$ cat src/rtl/ttc_pkg.sv
// ----------------------------------------------------------------------------
// ttc_pkg: shared types and constants for the triangle tangent unit
// Field widths, fixed-point constants, sequencer states.
// ----------------------------------------------------------------------------
`default_nettype none
package ttc_pkg;
    localparam int POS_W  = 24;
    localparam int TEX_W  = 16;
    localparam int OUT_W  = 16;
    localparam int DIR_W  = 43;   // direction magnitude width; signed component is DIR_W+1 bits
    localparam int MAG_W  = 24;   // magnitude after normalizing shift
    localparam int LEN2_W = 50;   // sum of three 24-bit squares
    localparam int RAD_W  = 62;   // len2 << 12
    localparam int ROOT_W = 31;
    localparam int NUM_W  = 45;   // (a << 20) + r/2, carry included
    localparam int QUO_W  = 45;
    localparam logic [OUT_W-1:0] UNIT_Q14 = 16'd16384;

    typedef enum logic [8:0] {
        ST_IDLE  = 9'b000000001,
        ST_PROD  = 9'b000000010,
        ST_DIR   = 9'b000000100,
        ST_SHIFT = 9'b000001000,
        ST_SQ    = 9'b000010000,
        ST_SQRT  = 9'b000100000,
        ST_DIV   = 9'b001000000,
        ST_EMIT  = 9'b010000000,
        ST_DONE  = 9'b100000000
    } seq_state_t;

    // control from sequencer to serial divider
    typedef struct packed {
        logic start;
    } div_ctl_t;
endpackage
`default_nettype wire

$ cat src/rtl/ttc_if.sv
// ----------------------------------------------------------------------------
// ttc_in_if / ttc_out_if: request channels of the tangent unit
// Valid/ready handshake with the corner or result payload.
// ----------------------------------------------------------------------------
`default_nettype none
interface ttc_in_if #(parameter int INDEX_BITS = 20);
    logic                    valid;
    logic                    ready;
    logic [INDEX_BITS-1:0]   vertex_index;
    logic signed [23:0]      pos_x;
    logic signed [23:0]      pos_y;
    logic signed [23:0]      pos_z;
    logic signed [15:0]      tex_u;
    logic signed [15:0]      tex_v;
    modport source (output valid, vertex_index, pos_x, pos_y, pos_z, tex_u, tex_v,
                    input ready);
    modport sink (input valid, vertex_index, pos_x, pos_y, pos_z, tex_u, tex_v,
                  output ready);
endinterface

interface ttc_out_if #(parameter int INDEX_BITS = 20);
    logic                    valid;
    logic                    ready;
    logic [INDEX_BITS-1:0]   target_index;
    logic signed [15:0]      tangent_x;
    logic signed [15:0]      tangent_y;
    logic signed [15:0]      tangent_z;
    logic                    degenerate;
    logic                    last_of_triangle;
    modport source (output valid, target_index, tangent_x, tangent_y, tangent_z,
                    degenerate, last_of_triangle, input ready);
    modport sink (input valid, target_index, tangent_x, tangent_y, tangent_z,
                  degenerate, last_of_triangle, output ready);
endinterface
`default_nettype wire

$ cat src/rtl/ttc_mul.sv
// ----------------------------------------------------------------------------
// ttc_mul: bit-serial signed multiplier
// Shift-add, one multiplier bit per cycle; 25 x 25 bit signed operands.
// ----------------------------------------------------------------------------
`default_nettype none
module ttc_mul
(
    input  wire logic               clk,
    input  wire logic               rst_n,
    input  wire logic               start,
    input  wire logic signed [24:0] a,
    input  wire logic signed [24:0] b,
    output logic                    busy,
    output logic signed [49:0]      p
);
    logic signed [49:0] acc_reg, acc_next;
    logic signed [49:0] mcand_reg, mcand_next;
    logic [24:0]        mplr_reg, mplr_next;
    logic [4:0]         cnt_reg, cnt_next;
    logic               busy_reg, busy_next;

    always_comb
    begin
        acc_next   = acc_reg;
        mcand_next = mcand_reg;
        mplr_next  = mplr_reg;
        cnt_next   = cnt_reg;
        busy_next  = busy_reg;
        if (start)
        begin
            acc_next   = '0;
            mcand_next = 50'(a);
            mplr_next  = b;
            cnt_next   = '0;
            busy_next  = 1'b1;
        end
        else if (busy_reg)
        begin
            // top bit of a two's complement multiplier has negative weight
            if (mplr_reg[0])
            begin
                if (cnt_reg == 5'd24)
                    acc_next = acc_reg - mcand_reg;
                else
                    acc_next = acc_reg + mcand_reg;
            end
            mcand_next = mcand_reg <<< 1;
            mplr_next  = mplr_reg >> 1;
            cnt_next   = cnt_reg + 5'd1;
            if (cnt_reg == 5'd24)
                busy_next = 1'b0;
        end
    end

    always_ff @(posedge clk or negedge rst_n)
    begin
        if (!rst_n)
        begin
            busy_reg <= 1'b0;
            cnt_reg  <= '0;
        end
        else
        begin
            busy_reg <= busy_next;
            cnt_reg  <= cnt_next;
        end
    end

    always_ff @(posedge clk)
    begin
        acc_reg   <= acc_next;
        mcand_reg <= mcand_next;
        mplr_reg  <= mplr_next;
    end

    assign busy = busy_reg;
    assign p    = acc_reg;
endmodule
`default_nettype wire

$ cat src/rtl/ttc_sqrt.sv
// ----------------------------------------------------------------------------
// ttc_sqrt: digit-serial integer square root
// Two radicand bits per cycle, one root bit per cycle (restoring).
// ----------------------------------------------------------------------------
`default_nettype none
module ttc_sqrt
    import ttc_pkg::*;
(
    input  wire logic               clk,
    input  wire logic               rst_n,
    input  wire logic               start,
    input  wire logic [RAD_W-1:0]   radicand,
    output logic                    busy,
    output logic [ROOT_W-1:0]       root
);
    localparam int STEPS = RAD_W / 2;

    logic [RAD_W-1:0]  rad_reg, rad_next;
    logic [ROOT_W+1:0] rem_reg, rem_next;
    logic [ROOT_W-1:0] root_reg, root_next;
    logic [4:0]        cnt_reg, cnt_next;
    logic              busy_reg, busy_next;
    logic [ROOT_W+1:0] trial;
    logic [ROOT_W+1:0] shifted;

    always_comb
    begin
        rad_next  = rad_reg;
        rem_next  = rem_reg;
        root_next = root_reg;
        cnt_next  = cnt_reg;
        busy_next = busy_reg;
        shifted   = {rem_reg[ROOT_W-1:0], rad_reg[RAD_W-1 -: 2]};
        trial     = {root_reg, 2'b01};
        if (start)
        begin
            rad_next  = radicand;
            rem_next  = '0;
            root_next = '0;
            cnt_next  = '0;
            busy_next = 1'b1;
        end
        else if (busy_reg)
        begin
            rad_next = rad_reg << 2;
            if (shifted >= trial)
            begin
                rem_next  = shifted - trial;
                root_next = {root_reg[ROOT_W-2:0], 1'b1};
            end
            else
            begin
                rem_next  = shifted;
                root_next = {root_reg[ROOT_W-2:0], 1'b0};
            end
            cnt_next = cnt_reg + 5'd1;
            if (cnt_reg == 5'(STEPS - 1))
                busy_next = 1'b0;
        end
    end

    always_ff @(posedge clk or negedge rst_n)
    begin
        if (!rst_n)
        begin
            busy_reg <= 1'b0;
            cnt_reg  <= '0;
        end
        else
        begin
            busy_reg <= busy_next;
            cnt_reg  <= cnt_next;
        end
    end

    always_ff @(posedge clk)
    begin
        rad_reg  <= rad_next;
        rem_reg  <= rem_next;
        root_reg <= root_next;
    end

    assign busy = busy_reg;
    assign root = root_reg;
endmodule
`default_nettype wire

$ cat src/rtl/ttc_div.sv
// ----------------------------------------------------------------------------
// ttc_div: bit-serial restoring divider
// One quotient bit per cycle, unsigned NUM_W / ROOT_W bits.
// ----------------------------------------------------------------------------
`default_nettype none
module ttc_div
    import ttc_pkg::*;
(
    input  wire logic               clk,
    input  wire logic               rst_n,
    input  wire div_ctl_t           ctl_in,
    input  wire logic [NUM_W-1:0]   num,
    input  wire logic [ROOT_W-1:0]  den,
    output logic                    busy,
    output logic [QUO_W-1:0]        quo
);
    logic [NUM_W-1:0]  num_reg, num_next;
    logic [ROOT_W:0]   rem_reg, rem_next;
    logic [QUO_W-1:0]  quo_reg, quo_next;
    logic [5:0]        cnt_reg, cnt_next;
    logic              busy_reg, busy_next;
    logic [ROOT_W:0]   shifted;

    always_comb
    begin
        num_next  = num_reg;
        rem_next  = rem_reg;
        quo_next  = quo_reg;
        cnt_next  = cnt_reg;
        busy_next = busy_reg;
        shifted   = {rem_reg[ROOT_W-1:0], num_reg[NUM_W-1]};
        if (ctl_in.start)
        begin
            num_next  = num;
            rem_next  = '0;
            quo_next  = '0;
            cnt_next  = '0;
            busy_next = 1'b1;
        end
        else if (busy_reg)
        begin
            num_next = num_reg << 1;
            if (shifted >= {1'b0, den})
            begin
                rem_next = shifted - {1'b0, den};
                quo_next = {quo_reg[QUO_W-2:0], 1'b1};
            end
            else
            begin
                rem_next = shifted;
                quo_next = {quo_reg[QUO_W-2:0], 1'b0};
            end
            cnt_next = cnt_reg + 6'd1;
            if (cnt_reg == 6'(NUM_W - 1))
                busy_next = 1'b0;
        end
    end

    always_ff @(posedge clk or negedge rst_n)
    begin
        if (!rst_n)
        begin
            busy_reg <= 1'b0;
            cnt_reg  <= '0;
        end
        else
        begin
            busy_reg <= busy_next;
            cnt_reg  <= cnt_next;
        end
    end

    always_ff @(posedge clk)
    begin
        num_reg <= num_next;
        rem_reg <= rem_next;
        quo_reg <= quo_next;
    end

    assign busy = busy_reg;
    assign quo  = quo_reg;
endmodule
`default_nettype wire

$ cat src/rtl/triangle_tangent_calc.sv
// ----------------------------------------------------------------------------
// triangle_tangent_calc: per-triangle unit tangent from positions and UVs
// Buffers two corners, computes the tangent on the third, emits three results.
// ----------------------------------------------------------------------------
// Corners arrive one request at a time. The first two are stored as they are
// accepted. The third starts the tangent sequence, during which no input is
// taken: eight products on a bit-serial 25x25 multiplier, a normalizing
// shift of one bit per cycle, a squaring pass for the three magnitudes
// (another three products), a 31-step square root and three 45-step serial
// divisions, one per component. A degenerate triangle skips from the
// direction step straight to the results. The three results then leave one
// per output request, in corner order, with the last one marked. A zero UV
// determinant or a zero direction gives a zero tangent with the degenerate
// flag.
`default_nettype none
module triangle_tangent_calc
    import ttc_pkg::*;
#(
    parameter int INDEX_BITS = 20
)
(
    input  wire logic clk,
    input  wire logic rst_n,
    ttc_in_if.sink    in_ch,
    ttc_out_if.source out_ch
);
    // corner store
    logic [1:0]            cnt_reg;
    logic [INDEX_BITS-1:0] idx_reg [3];
    logic signed [POS_W-1:0] px_reg [3];
    logic signed [POS_W-1:0] py_reg [3];
    logic signed [POS_W-1:0] pz_reg [3];
    logic signed [TEX_W-1:0] tu_reg [3];
    logic signed [TEX_W-1:0] tv_reg [3];

    seq_state_t state_reg;
    logic [3:0] step_reg;      // product number or component number
    logic       go_reg;        // launch pending for the current step
    logic [1:0] emit_reg;

    // differences (17 bit tex, 25 bit pos)
    logic signed [16:0] du1, dv1, du2, dv2;
    logic signed [24:0] dp1 [3];
    logic signed [24:0] dp2 [3];
    always_comb
    begin
        du1 = 17'(tu_reg[1]) - 17'(tu_reg[0]);
        dv1 = 17'(tv_reg[1]) - 17'(tv_reg[0]);
        du2 = 17'(tu_reg[2]) - 17'(tu_reg[0]);
        dv2 = 17'(tv_reg[2]) - 17'(tv_reg[0]);
        dp1[0] = 25'(px_reg[1]) - 25'(px_reg[0]);
        dp2[0] = 25'(px_reg[2]) - 25'(px_reg[0]);
        dp1[1] = 25'(py_reg[1]) - 25'(py_reg[0]);
        dp2[1] = 25'(py_reg[2]) - 25'(py_reg[0]);
        dp1[2] = 25'(pz_reg[1]) - 25'(pz_reg[0]);
        dp2[2] = 25'(pz_reg[2]) - 25'(pz_reg[0]);
    end

    // serial multiplier
    logic               mul_start, mul_busy;
    logic signed [24:0] mul_a, mul_b;
    logic signed [49:0] mul_p;
    ttc_mul u_mul (.clk, .rst_n, .start(mul_start), .a(mul_a), .b(mul_b),
                   .busy(mul_busy), .p(mul_p));

    logic signed [49:0]     prod_reg [8];
    logic signed [DIR_W:0]  dir_reg [3];
    logic [MAG_W-1:0]       mag_reg [3];
    logic [LEN2_W-1:0]      len2_reg;
    logic                   flip_reg, degen_reg;
    logic [OUT_W-1:0]       q_reg [3];

    // operand select: products 0..1 det, 2..7 direction, 8..10 squares
    always_comb
    begin
        mul_a = '0;
        mul_b = '0;
        case (step_reg)
            4'd0: begin mul_a = 25'(du1); mul_b = 25'(dv2); end
            4'd1: begin mul_a = 25'(du2); mul_b = 25'(dv1); end
            4'd2: begin mul_a = 25'(dv2); mul_b = dp1[0]; end
            4'd3: begin mul_a = 25'(dv1); mul_b = dp2[0]; end
            4'd4: begin mul_a = 25'(dv2); mul_b = dp1[1]; end
            4'd5: begin mul_a = 25'(dv1); mul_b = dp2[1]; end
            4'd6: begin mul_a = 25'(dv2); mul_b = dp1[2]; end
            4'd7: begin mul_a = 25'(dv1); mul_b = dp2[2]; end
            4'd8: begin mul_a = {1'b0, mag_reg[0]}; mul_b = {1'b0, mag_reg[0]}; end
            4'd9: begin mul_a = {1'b0, mag_reg[1]}; mul_b = {1'b0, mag_reg[1]}; end
            4'd10: begin mul_a = {1'b0, mag_reg[2]}; mul_b = {1'b0, mag_reg[2]}; end
            default: begin mul_a = '0; mul_b = '0; end
        endcase
    end

    // shift search: one bit per cycle until the largest magnitude fits 24 bits
    logic [DIR_W-1:0] absd [3];
    logic [DIR_W-1:0] wide_reg [3];
    always_comb
    begin
        for (int i = 0; i < 3; i++)
            absd[i] = dir_reg[i][DIR_W] ? DIR_W'(-dir_reg[i]) : dir_reg[i][DIR_W-1:0];
    end
    logic fits;
    assign fits = ((wide_reg[0] | wide_reg[1] | wide_reg[2]) >> MAG_W) == '0;

    // root and divider
    logic              sq_start, sq_busy;
    logic [ROOT_W-1:0] root;
    ttc_sqrt u_sqrt (.clk, .rst_n, .start(sq_start), .radicand({len2_reg, 12'd0}),
                     .busy(sq_busy), .root(root));

    div_ctl_t         div_ctl;
    logic             div_busy;
    logic [QUO_W-1:0] quo;
    logic [NUM_W-1:0] div_num;
    logic [1:0]       comp;
    assign comp    = step_reg[1:0];
    // numerator can carry past 44 bits when a is close to 2^24
    assign div_num = NUM_W'({mag_reg[comp], 20'd0}) + NUM_W'(root >> 1);
    ttc_div u_div (.clk, .rst_n, .ctl_in(div_ctl), .num(div_num), .den(root),
                   .busy(div_busy), .quo(quo));

    logic accept_in;
    assign in_ch.ready = (state_reg == ST_IDLE);
    assign accept_in   = in_ch.valid && in_ch.ready;

    always_comb
    begin
        mul_start     = 1'b0;
        sq_start      = 1'b0;
        div_ctl.start = 1'b0;
        if (go_reg)
        begin
            unique case (state_reg)
                ST_PROD, ST_SQ: mul_start = 1'b1;
                ST_SQRT:        sq_start = 1'b1;
                ST_DIV:         div_ctl.start = 1'b1;
                default:        ;
            endcase
        end
    end

    logic signed [DIR_W:0] det_val;
    assign det_val = (DIR_W+1)'(prod_reg[0]) - (DIR_W+1)'(prod_reg[1]);

    always_ff @(posedge clk or negedge rst_n)
    begin
        if (!rst_n)
        begin
            state_reg <= ST_IDLE;
            cnt_reg   <= '0;
            step_reg  <= '0;
            go_reg    <= 1'b0;
            emit_reg  <= '0;
        end
        else
        begin
            unique case (state_reg)
                ST_IDLE:
                begin
                    if (accept_in)
                    begin
                        if (cnt_reg == 2'd2)
                        begin
                            cnt_reg   <= '0;
                            state_reg <= ST_PROD;
                            step_reg  <= '0;
                            go_reg    <= 1'b1;
                        end
                        else
                            cnt_reg <= cnt_reg + 2'd1;
                    end
                end
                ST_PROD:
                begin
                    go_reg <= 1'b0;
                    if (!go_reg && !mul_busy)
                    begin
                        if (step_reg == 4'd7)
                            state_reg <= ST_DIR;
                        else
                        begin
                            step_reg <= step_reg + 4'd1;
                            go_reg   <= 1'b1;
                        end
                    end
                end
                ST_DIR:
                begin
                    if (det_val == '0 || (dir_reg[0] == '0 && dir_reg[1] == '0
                                          && dir_reg[2] == '0))
                    begin
                        state_reg <= ST_EMIT;
                        emit_reg  <= '0;
                    end
                    else
                        state_reg <= ST_SHIFT;
                end
                ST_SHIFT:
                begin
                    if (fits)
                    begin
                        state_reg <= ST_SQ;
                        step_reg  <= 4'd8;
                        go_reg    <= 1'b1;
                    end
                end
                ST_SQ:
                begin
                    go_reg <= 1'b0;
                    if (!go_reg && !mul_busy)
                    begin
                        if (step_reg == 4'd10)
                        begin
                            state_reg <= ST_SQRT;
                            go_reg    <= 1'b1;
                        end
                        else
                        begin
                            step_reg <= step_reg + 4'd1;
                            go_reg   <= 1'b1;
                        end
                    end
                end
                ST_SQRT:
                begin
                    go_reg <= 1'b0;
                    if (!go_reg && !sq_busy)
                    begin
                        state_reg <= ST_DIV;
                        step_reg  <= '0;
                        go_reg    <= 1'b1;
                    end
                end
                ST_DIV:
                begin
                    go_reg <= 1'b0;
                    if (!go_reg && !div_busy)
                    begin
                        if (step_reg == 4'd2)
                        begin
                            state_reg <= ST_EMIT;
                            emit_reg  <= '0;
                        end
                        else
                        begin
                            step_reg <= step_reg + 4'd1;
                            go_reg   <= 1'b1;
                        end
                    end
                end
                ST_EMIT:
                begin
                    if (out_ch.ready)
                    begin
                        if (emit_reg == 2'd2)
                            state_reg <= ST_IDLE;
                        else
                            emit_reg <= emit_reg + 2'd1;
                    end
                end
                ST_DONE:  state_reg <= ST_IDLE;
                default:  state_reg <= ST_IDLE;
            endcase
        end
    end

    // datapath registers
    always_ff @(posedge clk)
    begin
        if (accept_in)
        begin
            idx_reg[cnt_reg] <= in_ch.vertex_index;
            px_reg[cnt_reg]  <= in_ch.pos_x;
            py_reg[cnt_reg]  <= in_ch.pos_y;
            pz_reg[cnt_reg]  <= in_ch.pos_z;
            tu_reg[cnt_reg]  <= in_ch.tex_u;
            tv_reg[cnt_reg]  <= in_ch.tex_v;
        end
        if (state_reg == ST_PROD && !go_reg && !mul_busy)
            prod_reg[step_reg[2:0]] <= mul_p;
        if (state_reg == ST_DIR)
        begin
            for (int i = 0; i < 3; i++)
            begin
                wide_reg[i] <= absd[i];
                q_reg[i]    <= '0;
            end
            flip_reg  <= det_val[DIR_W];
            degen_reg <= 1'b1;
            len2_reg  <= '0;
        end
        if (state_reg == ST_PROD && !go_reg && !mul_busy && step_reg == 4'd7)
        begin
            // direction from product pairs (last product arrives now)
            dir_reg[0] <= (DIR_W+1)'(prod_reg[2]) - (DIR_W+1)'(prod_reg[3]);
            dir_reg[1] <= (DIR_W+1)'(prod_reg[4]) - (DIR_W+1)'(prod_reg[5]);
            dir_reg[2] <= (DIR_W+1)'(prod_reg[6]) - (DIR_W+1)'(mul_p);
        end
        if (state_reg == ST_SHIFT)
        begin
            if (fits)
            begin
                for (int i = 0; i < 3; i++)
                    mag_reg[i] <= wide_reg[i][MAG_W-1:0];
                degen_reg <= 1'b0;
            end
            else
            begin
                for (int i = 0; i < 3; i++)
                    wide_reg[i] <= wide_reg[i] >> 1;
            end
        end
        if (state_reg == ST_SQ && !go_reg && !mul_busy)
            len2_reg <= len2_reg + LEN2_W'(mul_p);
        if (state_reg == ST_DIV && !go_reg && !div_busy)
        begin
            if (quo > QUO_W'(UNIT_Q14))
                q_reg[comp] <= (dir_reg[comp][DIR_W] != flip_reg) ? -UNIT_Q14 : UNIT_Q14;
            else
                q_reg[comp] <= (dir_reg[comp][DIR_W] != flip_reg) ?
                               -quo[OUT_W-1:0] : quo[OUT_W-1:0];
        end
    end

    assign out_ch.valid            = (state_reg == ST_EMIT);
    assign out_ch.target_index     = idx_reg[emit_reg];
    assign out_ch.tangent_x        = q_reg[0];
    assign out_ch.tangent_y        = q_reg[1];
    assign out_ch.tangent_z        = q_reg[2];
    assign out_ch.degenerate       = degen_reg;
    assign out_ch.last_of_triangle = (emit_reg == 2'd2);
endmodule
`default_nettype wire

$ cat src/flat_wrapper.sv
// flat-port wrapper written by rule: the top's interface ports become plain ports
module triangle_tangent_calc_flat import ttc_pkg::*;
#(
    parameter int INDEX_BITS = 20
)
  (clk, rst_n, in_ch_valid, in_ch_vertex_index, in_ch_pos_x, in_ch_pos_y, in_ch_pos_z, in_ch_tex_u, in_ch_tex_v, in_ch_ready, out_ch_valid, out_ch_target_index, out_ch_tangent_x, out_ch_tangent_y, out_ch_tangent_z, out_ch_degenerate, out_ch_last_of_triangle, out_ch_ready);
  ttc_in_if #(.INDEX_BITS(INDEX_BITS)) in_ch_i ();
  ttc_out_if #(.INDEX_BITS(INDEX_BITS)) out_ch_i ();
  input  wire logic clk;
  input  wire logic rst_n;
  input wire logic [$bits(in_ch_i.valid)-1:0] in_ch_valid;
  input wire logic [$bits(in_ch_i.vertex_index)-1:0] in_ch_vertex_index;
  input wire logic [$bits(in_ch_i.pos_x)-1:0] in_ch_pos_x;
  input wire logic [$bits(in_ch_i.pos_y)-1:0] in_ch_pos_y;
  input wire logic [$bits(in_ch_i.pos_z)-1:0] in_ch_pos_z;
  input wire logic [$bits(in_ch_i.tex_u)-1:0] in_ch_tex_u;
  input wire logic [$bits(in_ch_i.tex_v)-1:0] in_ch_tex_v;
  output wire logic [$bits(in_ch_i.ready)-1:0] in_ch_ready;
  output wire logic [$bits(out_ch_i.valid)-1:0] out_ch_valid;
  output wire logic [$bits(out_ch_i.target_index)-1:0] out_ch_target_index;
  output wire logic [$bits(out_ch_i.tangent_x)-1:0] out_ch_tangent_x;
  output wire logic [$bits(out_ch_i.tangent_y)-1:0] out_ch_tangent_y;
  output wire logic [$bits(out_ch_i.tangent_z)-1:0] out_ch_tangent_z;
  output wire logic [$bits(out_ch_i.degenerate)-1:0] out_ch_degenerate;
  output wire logic [$bits(out_ch_i.last_of_triangle)-1:0] out_ch_last_of_triangle;
  input wire logic [$bits(out_ch_i.ready)-1:0] out_ch_ready;
  assign in_ch_i.valid = in_ch_valid;
  assign in_ch_i.vertex_index = in_ch_vertex_index;
  assign in_ch_i.pos_x = in_ch_pos_x;
  assign in_ch_i.pos_y = in_ch_pos_y;
  assign in_ch_i.pos_z = in_ch_pos_z;
  assign in_ch_i.tex_u = in_ch_tex_u;
  assign in_ch_i.tex_v = in_ch_tex_v;
  assign in_ch_ready = in_ch_i.ready;
  assign out_ch_valid = out_ch_i.valid;
  assign out_ch_target_index = out_ch_i.target_index;
  assign out_ch_tangent_x = out_ch_i.tangent_x;
  assign out_ch_tangent_y = out_ch_i.tangent_y;
  assign out_ch_tangent_z = out_ch_i.tangent_z;
  assign out_ch_degenerate = out_ch_i.degenerate;
  assign out_ch_last_of_triangle = out_ch_i.last_of_triangle;
  assign out_ch_i.ready = out_ch_ready;
  triangle_tangent_calc #(.INDEX_BITS(INDEX_BITS)) u_core (.clk(clk), .rst_n(rst_n), .in_ch(in_ch_i), .out_ch(out_ch_i));
endmodule
$ cat config.mk
export PLATFORM = sky130hd
export DESIGN_NAME = triangle_tangent_calc_flat
export DESIGN_NICKNAME = d
export VERILOG_FILES = /design/src/rtl/ttc_pkg.sv /design/src/rtl/ttc_if.sv /design/src/rtl/ttc_mul.sv /design/src/rtl/ttc_sqrt.sv /design/src/rtl/ttc_div.sv /design/src/rtl/triangle_tangent_calc.sv /design/src/flat_wrapper.sv
export SDC_FILE = /design/constraint.sdc
export NUM_CORES = 2
export LEC_CHECK = 0
export ABC_AREA = 0
export CORE_MARGIN = 8
export CORE_UTILIZATION = 50
export CTS_BUF_LIST = sky130_fd_sc_hd__clkbuf_8 sky130_fd_sc_hd__clkbuf_16
export CTS_CLUSTER_SIZE = 20
export DETAILED_ROUTE_END_ITERATION = 6
export DONT_BUFFER_PORTS = 1
export MAX_ROUTING_LAYER = met4
export PLACE_DENSITY_LB_ADDON = 0.08
export SLEW_MARGIN = 0
export SYNTH_ARGS = -nofsm -noshare
export SYNTH_HDL_FRONTEND = slang
export SYNTH_SLANG_ARGS = --single-unit
$ cat constraint.sdc
create_clock -name clk -period 29.3 [get_ports clk]
set_clock_uncertainty 0.15 [all_clocks]
set_input_delay 7.325 -clock clk [delete_from_list [all_inputs] [get_ports clk]]
set_output_delay 7.325 -clock clk [all_outputs]
set_load 0.03 [all_outputs]
# ---- Word-level counts from Yosys, hierarchy flattened
# Memory sizes are Yosys's and may differ from the RTL's.
# Cells that the tools add are included.
dict set report word_totals {
  register_bits 447
  mem_bits_rw 1153
  input_bits 128
  wordCells 269
  n_memories 11
}
# memory words word_bits read_ports rd_ports_with_merged_regs wr line
set memory_table {}
lappend memory_table {u_core.prod_reg 8 50 7 0 1 triangle_tangent_calc.sv:66} ;# logic signed [49:0] prod_reg [8];
lappend memory_table {u_core.dir_reg 3 44 4 0 3 triangle_tangent_calc.sv:67} ;# logic signed [DIR_W:0] dir_reg [3];
lappend memory_table {u_core.wide_reg 3 43 3 0 3 triangle_tangent_calc.sv:96} ;# logic [DIR_W-1:0] wide_reg [3];
lappend memory_table {u_core.mag_reg 3 24 4 0 3 triangle_tangent_calc.sv:68} ;# logic [MAG_W-1:0] mag_reg [3];
lappend memory_table {u_core.px_reg 3 24 3 0 1 triangle_tangent_calc.sv:30} ;# logic signed [POS_W-1:0] px_reg [3];
lappend memory_table {u_core.py_reg 3 24 3 0 1 triangle_tangent_calc.sv:31} ;# logic signed [POS_W-1:0] py_reg [3];
lappend memory_table {{5 more memories} -- -- -- -- -- --}
dict set report op_classes {
  addsub 30
  magnitude_cmp 3
  eq_ne 41
  muxes 115
  bitwise_logic 6
  reduce_logical 40
}
# op count
set op_table {}
lappend op_table {{$pmux 25 s11} 1}
lappend op_table {{$mux 43} 6}
lappend op_table {{$mux 50} 5}
lappend op_table {{$logic_not 44->1} 4}
lappend op_table {{$sub 44x44->44} 4}
lappend op_table {{$pmux 25 s7} 1}
lappend op_table {{$sub 24x24->25} 6}
lappend op_table {{$neg 43->43} 3}
lappend op_table {{$mux 62} 2}
lappend op_table {{$mux 9} 12}
lappend op_table {{$add 50x50->50} 2}
lappend op_table {{$mux 45} 2}
lappend op_table {{$or 43x43->43} 2}
lappend op_table {{$pmux 9 s8} 1}
lappend op_table {{$sub 16x16->17} 4}
lappend op_table {{$mux 16} 4}
lappend op_table {{$mux 31} 2}
lappend op_table {{$sub 31x31->31} 2}
lappend op_table {{$mux 1} 50}
lappend op_table {{$mux 25} 2}
lappend op_table {{$sub 50x50->50} 1}
lappend op_table {{$add 44x30->45} 1}
lappend op_table {{$gt 45x15->1 const B} 1}
lappend op_table {{$logic_not 43->1} 1}
lappend op_table {{49 further kinds} 116}

# ---- Depth between registers and ports, before layout
dict set report logic_depth {
  ltp_word 8
  depth_mapped 24
}

# ---- By module
# From an unflattened synthesis, not the netlist that was laid out.
dict set report unflattened {
  cells_unflattened 7791
  hier_area_um2 84407.2
}
# mod instances cells_per_inst area_each_um2
set by_module_without_submodules {}
lappend by_module_without_submodules {triangle_tangent_calc 1 5393 61283.8}
lappend by_module_without_submodules {ttc_mul 1 1001 9023.7}
lappend by_module_without_submodules {ttc_sqrt 1 717 7293.2}
lappend by_module_without_submodules {ttc_div 1 680 6806.5}

# ---- Worst setup path before layout
# OpenSTA, ideal clock, no wires.
dict set report synth_path {
  path_type {input -> register}
  start {in in_ch_valid}
  end {mem u_core.idx_reg[1][0], enable pin}
  setup_time_ns 0.787
  arrival_ns 16.503
  t_required_ns 28.363
  path_slack_ns 11.860
  cell_stages 2
  path_buffers 0
  path_cell_list {nand2_1 -> nor3b_1}
}
dict set report synth_via {
  elab_chain_len 3
}
# element line
set synth_rtl {}
lappend synth_rtl {{from (decl)} flat_wrapper.sv:11} ;# input wire logic [$bits(in_ch_i.valid)-1:0] in_ch_valid;
lappend synth_rtl {{$logic_and 1x1->1} triangle_tangent_calc.sv:124} ;# assign accept_in = in_ch.valid && in_ch.ready;
lappend synth_rtl {{$mux 1} triangle_tangent_calc.sv:270} ;# if (accept_in)
lappend synth_rtl {{$mux 1 (not written as such)} triangle_tangent_calc.sv:272} ;# idx_reg[cnt_reg] <= in_ch.vertex_index;
lappend synth_rtl {{to (decl)} triangle_tangent_calc.sv:29} ;# logic [INDEX_BITS-1:0] idx_reg [3];
# No other way between the ends.

# ---- Final worst setup path
dict set report layout_path {
  start {reg u_core.emit_reg[0]}
  end {out out_ch_target_index[10]}
}
dict set report layout_via {
  elab_chain_len 1
}
# element line
set layout_rtl {}
lappend layout_rtl {{from (decl)} triangle_tangent_calc.sv:39} ;# logic [1:0] emit_reg;
lappend layout_rtl {{from (signal assigned)} triangle_tangent_calc.sv:258} ;# emit_reg <= emit_reg + 2'd1;
lappend layout_rtl {{$mem_v2 3x20} --}
lappend layout_rtl {{to (decl)} flat_wrapper.sv:20} ;# output wire logic [$bits(out_ch_i.target_index)-1:0] out_ch_target_index;
# No other way between the ends.

==> impl_metrics.tcl <==
set metrics [dict create \
    hold_class "reg -> reg" \
    cts.sinks 1507 \
    synth_ff_type "edfxtp_1" \
    die_area_um2 177000 \
    setup_ws_ps 18770 \
    cts_tree "done" \
    end_kind "output pin" \
    synth-compound-area-share 0.147 \
    slew_headroom 0.0974 \
    chipHeight_um 421 \
    drc 0 \
    switching_share 0.368 \
    drt_first_pass_iters 6 \
    gp_congestion 0.920 \
    post_cts_buffers 0 \
    placed_area_um2 84800 \
    synth_edf_count 1282 \
    yosys.area_share.simple 0.122 \
    start_kind "flop" \
    p_total_w 0.00812 \
    cp_max_fo 23 \
    mappedNetlistNets 8306 \
    p_sw_w 0.00299 \
    root_buffer "clkbuf_16" \
    synthMuxAreaShare 0.0306 \
    seqPwrFrac 0.377 \
    synth_fa_ha_area_frac 0.0793 \
    status "complete, no violations" \
    start_util 0.504 \
    antenna_found_initial 11 \
    h-tree-depth 4 \
    vias 57710 \
    syn_area_um2 82100 \
    intPower_w 0.00513 \
    synth_xor_xnor_area_share 0.0623 \
    powerDensity_nw_per_um2 90.0 \
    slew_viol_final 0 \
    holdWs_ps 271 \
    area_delta_synth_final_pct 9.91 \
    routed_wl_um 213000 \
    final_hold_viol_count 0 \
    setup_viol 0 \
    largest_reg_flops 308 \
    synth_top_area_cell "edfxtp_1" \
    yosys-top-cells-count "edfxtp_1, nand2_1, nor2_1, a21oi_1, o21ai_0" \
    drive_gt1_frac 0.0627 \
    rows 148 \
    synth_top_area_share 0.469 \
    clkPwrFrac 0.256 \
    dpl.hpwl_um 156000 \
    worstMarginPinSlew_ps 1350 \
    grt_max_degree 126 \
    period_needed_ps 10530 \
    grt_overflow 0 \
    wl_per_cell_um 21.3 \
    clk_path_buf_depth 3 \
    async_flop_share 0.0239 \
    synth_top_family_by_area "compound AO/OA/AOI/OAI gates" \
    synth_seq_cells 1507 \
    portBuffers 0 \
    p_leak_nw 34.6 \
    viasPerCell 5.77 \
    maxCapViolCount 0 \
    first_global_vias 55356 \
    path_clk_slew_ps 60 \
    die_w_um 421 \
    yosys_warnings 0 \
    min_path_cells 0 \
    track_usage 0.238 \
    rsz0062_at_grt "false" \
    grt_pass1_wl_um 325000 \
    path_class "reg -> out" \
    synth_area_leaders "edfxtp_1, ha_1, dfxtp_1, a21oi_1, nand2_1" \
    io_pins 200 \
    ant_nets 0 \
    fill_cells 14206 \
    postCtsHoldBufs 0 \
    core_um2 163000 \
    yosysMostFrequentCell "edfxtp_1" \
    crit_required_ps 21830 \
    avgSynthCellArea_um2 10.7 \
    clock_latency_ps 810 \
    ir_worst_vdd_v 0.0000602 \
    layout.nets 8328 \
    max_freq_ghz 0.0949 \
    ys_types 95 \
    design_area_um2 90200 \
    yosysSeqAreaShare 0.526 \
    numCtsBuffers 168 \
    pre_cts_slack_ps 19250 \
    cts_resized 0 \
    critPathLaunch "u_core.emit_reg[0]" \
    arrival_ps 3060 \
    period_share 0.360 \
    p_comb_frac 0.368 \
    r2r_start "u_core.u_mul.mcand_reg[5]" \
    synth_cells 7667 \
    tns_ps 0 \
    drtIter0Drc 5278 \
    ff2ff_path_depth 22 \
    hp-start "u_core.wide_reg[0][86]" \
]
cells in the final DEF (no fill, tap or decap), types with 67 or more instances in the layout:
| cell | netlist | layout |
|---|---|---|
| nor2_1 | 690 | 682 |
| mux2i_1 | 168 | 168 |
| edfxtp_1 | 1282 | 1282 |
| o21a_1 | 82 | 82 |
| inv_1 | 467 | 503 |
| xor2_1 | 299 | 299 |
| buf_4 | 1 | 93 |
| o21ai_0 | 498 | 496 |
| a21oi_1 | 581 | 581 |
| nand2_1 | 735 | 729 |
| nand2b_1 | 109 | 106 |
| xnor2_1 | 283 | 283 |
| dfxtp_1 | 189 | 189 |
| ha_1 | 496 | 496 |
| clkbuf_16 | 0 | 172 |
| o31ai_1 | 67 | 67 |
| mux2_2 | 72 | 72 |
| nor3_1 | 112 | 108 |
| nor2b_1 | 87 | 87 |
| nand3_1 | 91 | 91 |
| a21o_1 | 194 | 194 |
area by class of cell:
class / instances / area, um2 / share of cell area
clock buffers: 173 / 4320 / 0.0479
clock inverters: 135 / 1110 / 0.0123
flip-flops and latches: 1507 / 43200 / 0.479
inverters: 467 / 1750 / 0.0194
multi-input cells: 5451 / 36400 / 0.403
diodes: 4 / 10.0 / 0.000111
well taps: 2175 / 2720 / 0.0302
repair buffers: 94 / 718 / 0.00796
power by group through the flow:
stage	sequential, W	clock [W]	combinational, W
after floorplan	0.00298	0	0.00224
after global placement	0.00309	0	0.00291
after detailed placement	0.00310	0	0.00293
after CTS	0.00306	0.00213	0.00295
after global routing	0.00309	0.00221	0.00331
final	0.00306	0.00208	0.00298
per-layer routing:
metal  track usage  vias to the layer above  share of wire
met5             -                        -              0
met4        0.0585                        0          0.023
met3        0.0452                      298          0.064
met2         0.373                     1458           0.46
met1         0.321                    27907           0.46
li1              -                    28047              -
metrics by stage:
stage | std cells | utilization
finish | 10006 | 0.554
global route | 10002 | 0.554
CTS | 10002 | 0.554
detailed placement | 9694 | 0.520
global placement | 9694 | 0.520
floorplan | 7667 | -
critical path, stage by stage, from the launching register on:
cell     delay (ps)
dfrtp_1        1160
mux2i_1         180
o21ai_0         900
worst paths after layout:
check                           slack [ps]                        to
worst max-delay path                 18770   out_ch_target_index[10]
worst min-delay path                   270      u_core.mag_reg[2][0]
worst max register to register       23050        u_core.u_mul.p[49]
worst min register to register         270      u_core.mag_reg[2][0]
max in group asynchronous            22750       u_core.state_reg[0]
min in group asynchronous             6070  u_core.u_sqrt.cnt_reg[1]
logic make-up after synthesis:
logic type	after synthesis
simple gates	2176
compound gates	1939
flops	1507
buf+inv	709
fa+ha+maj	511
mux	242
xor+xnor	583
Power figures use the tool's default switching activity.
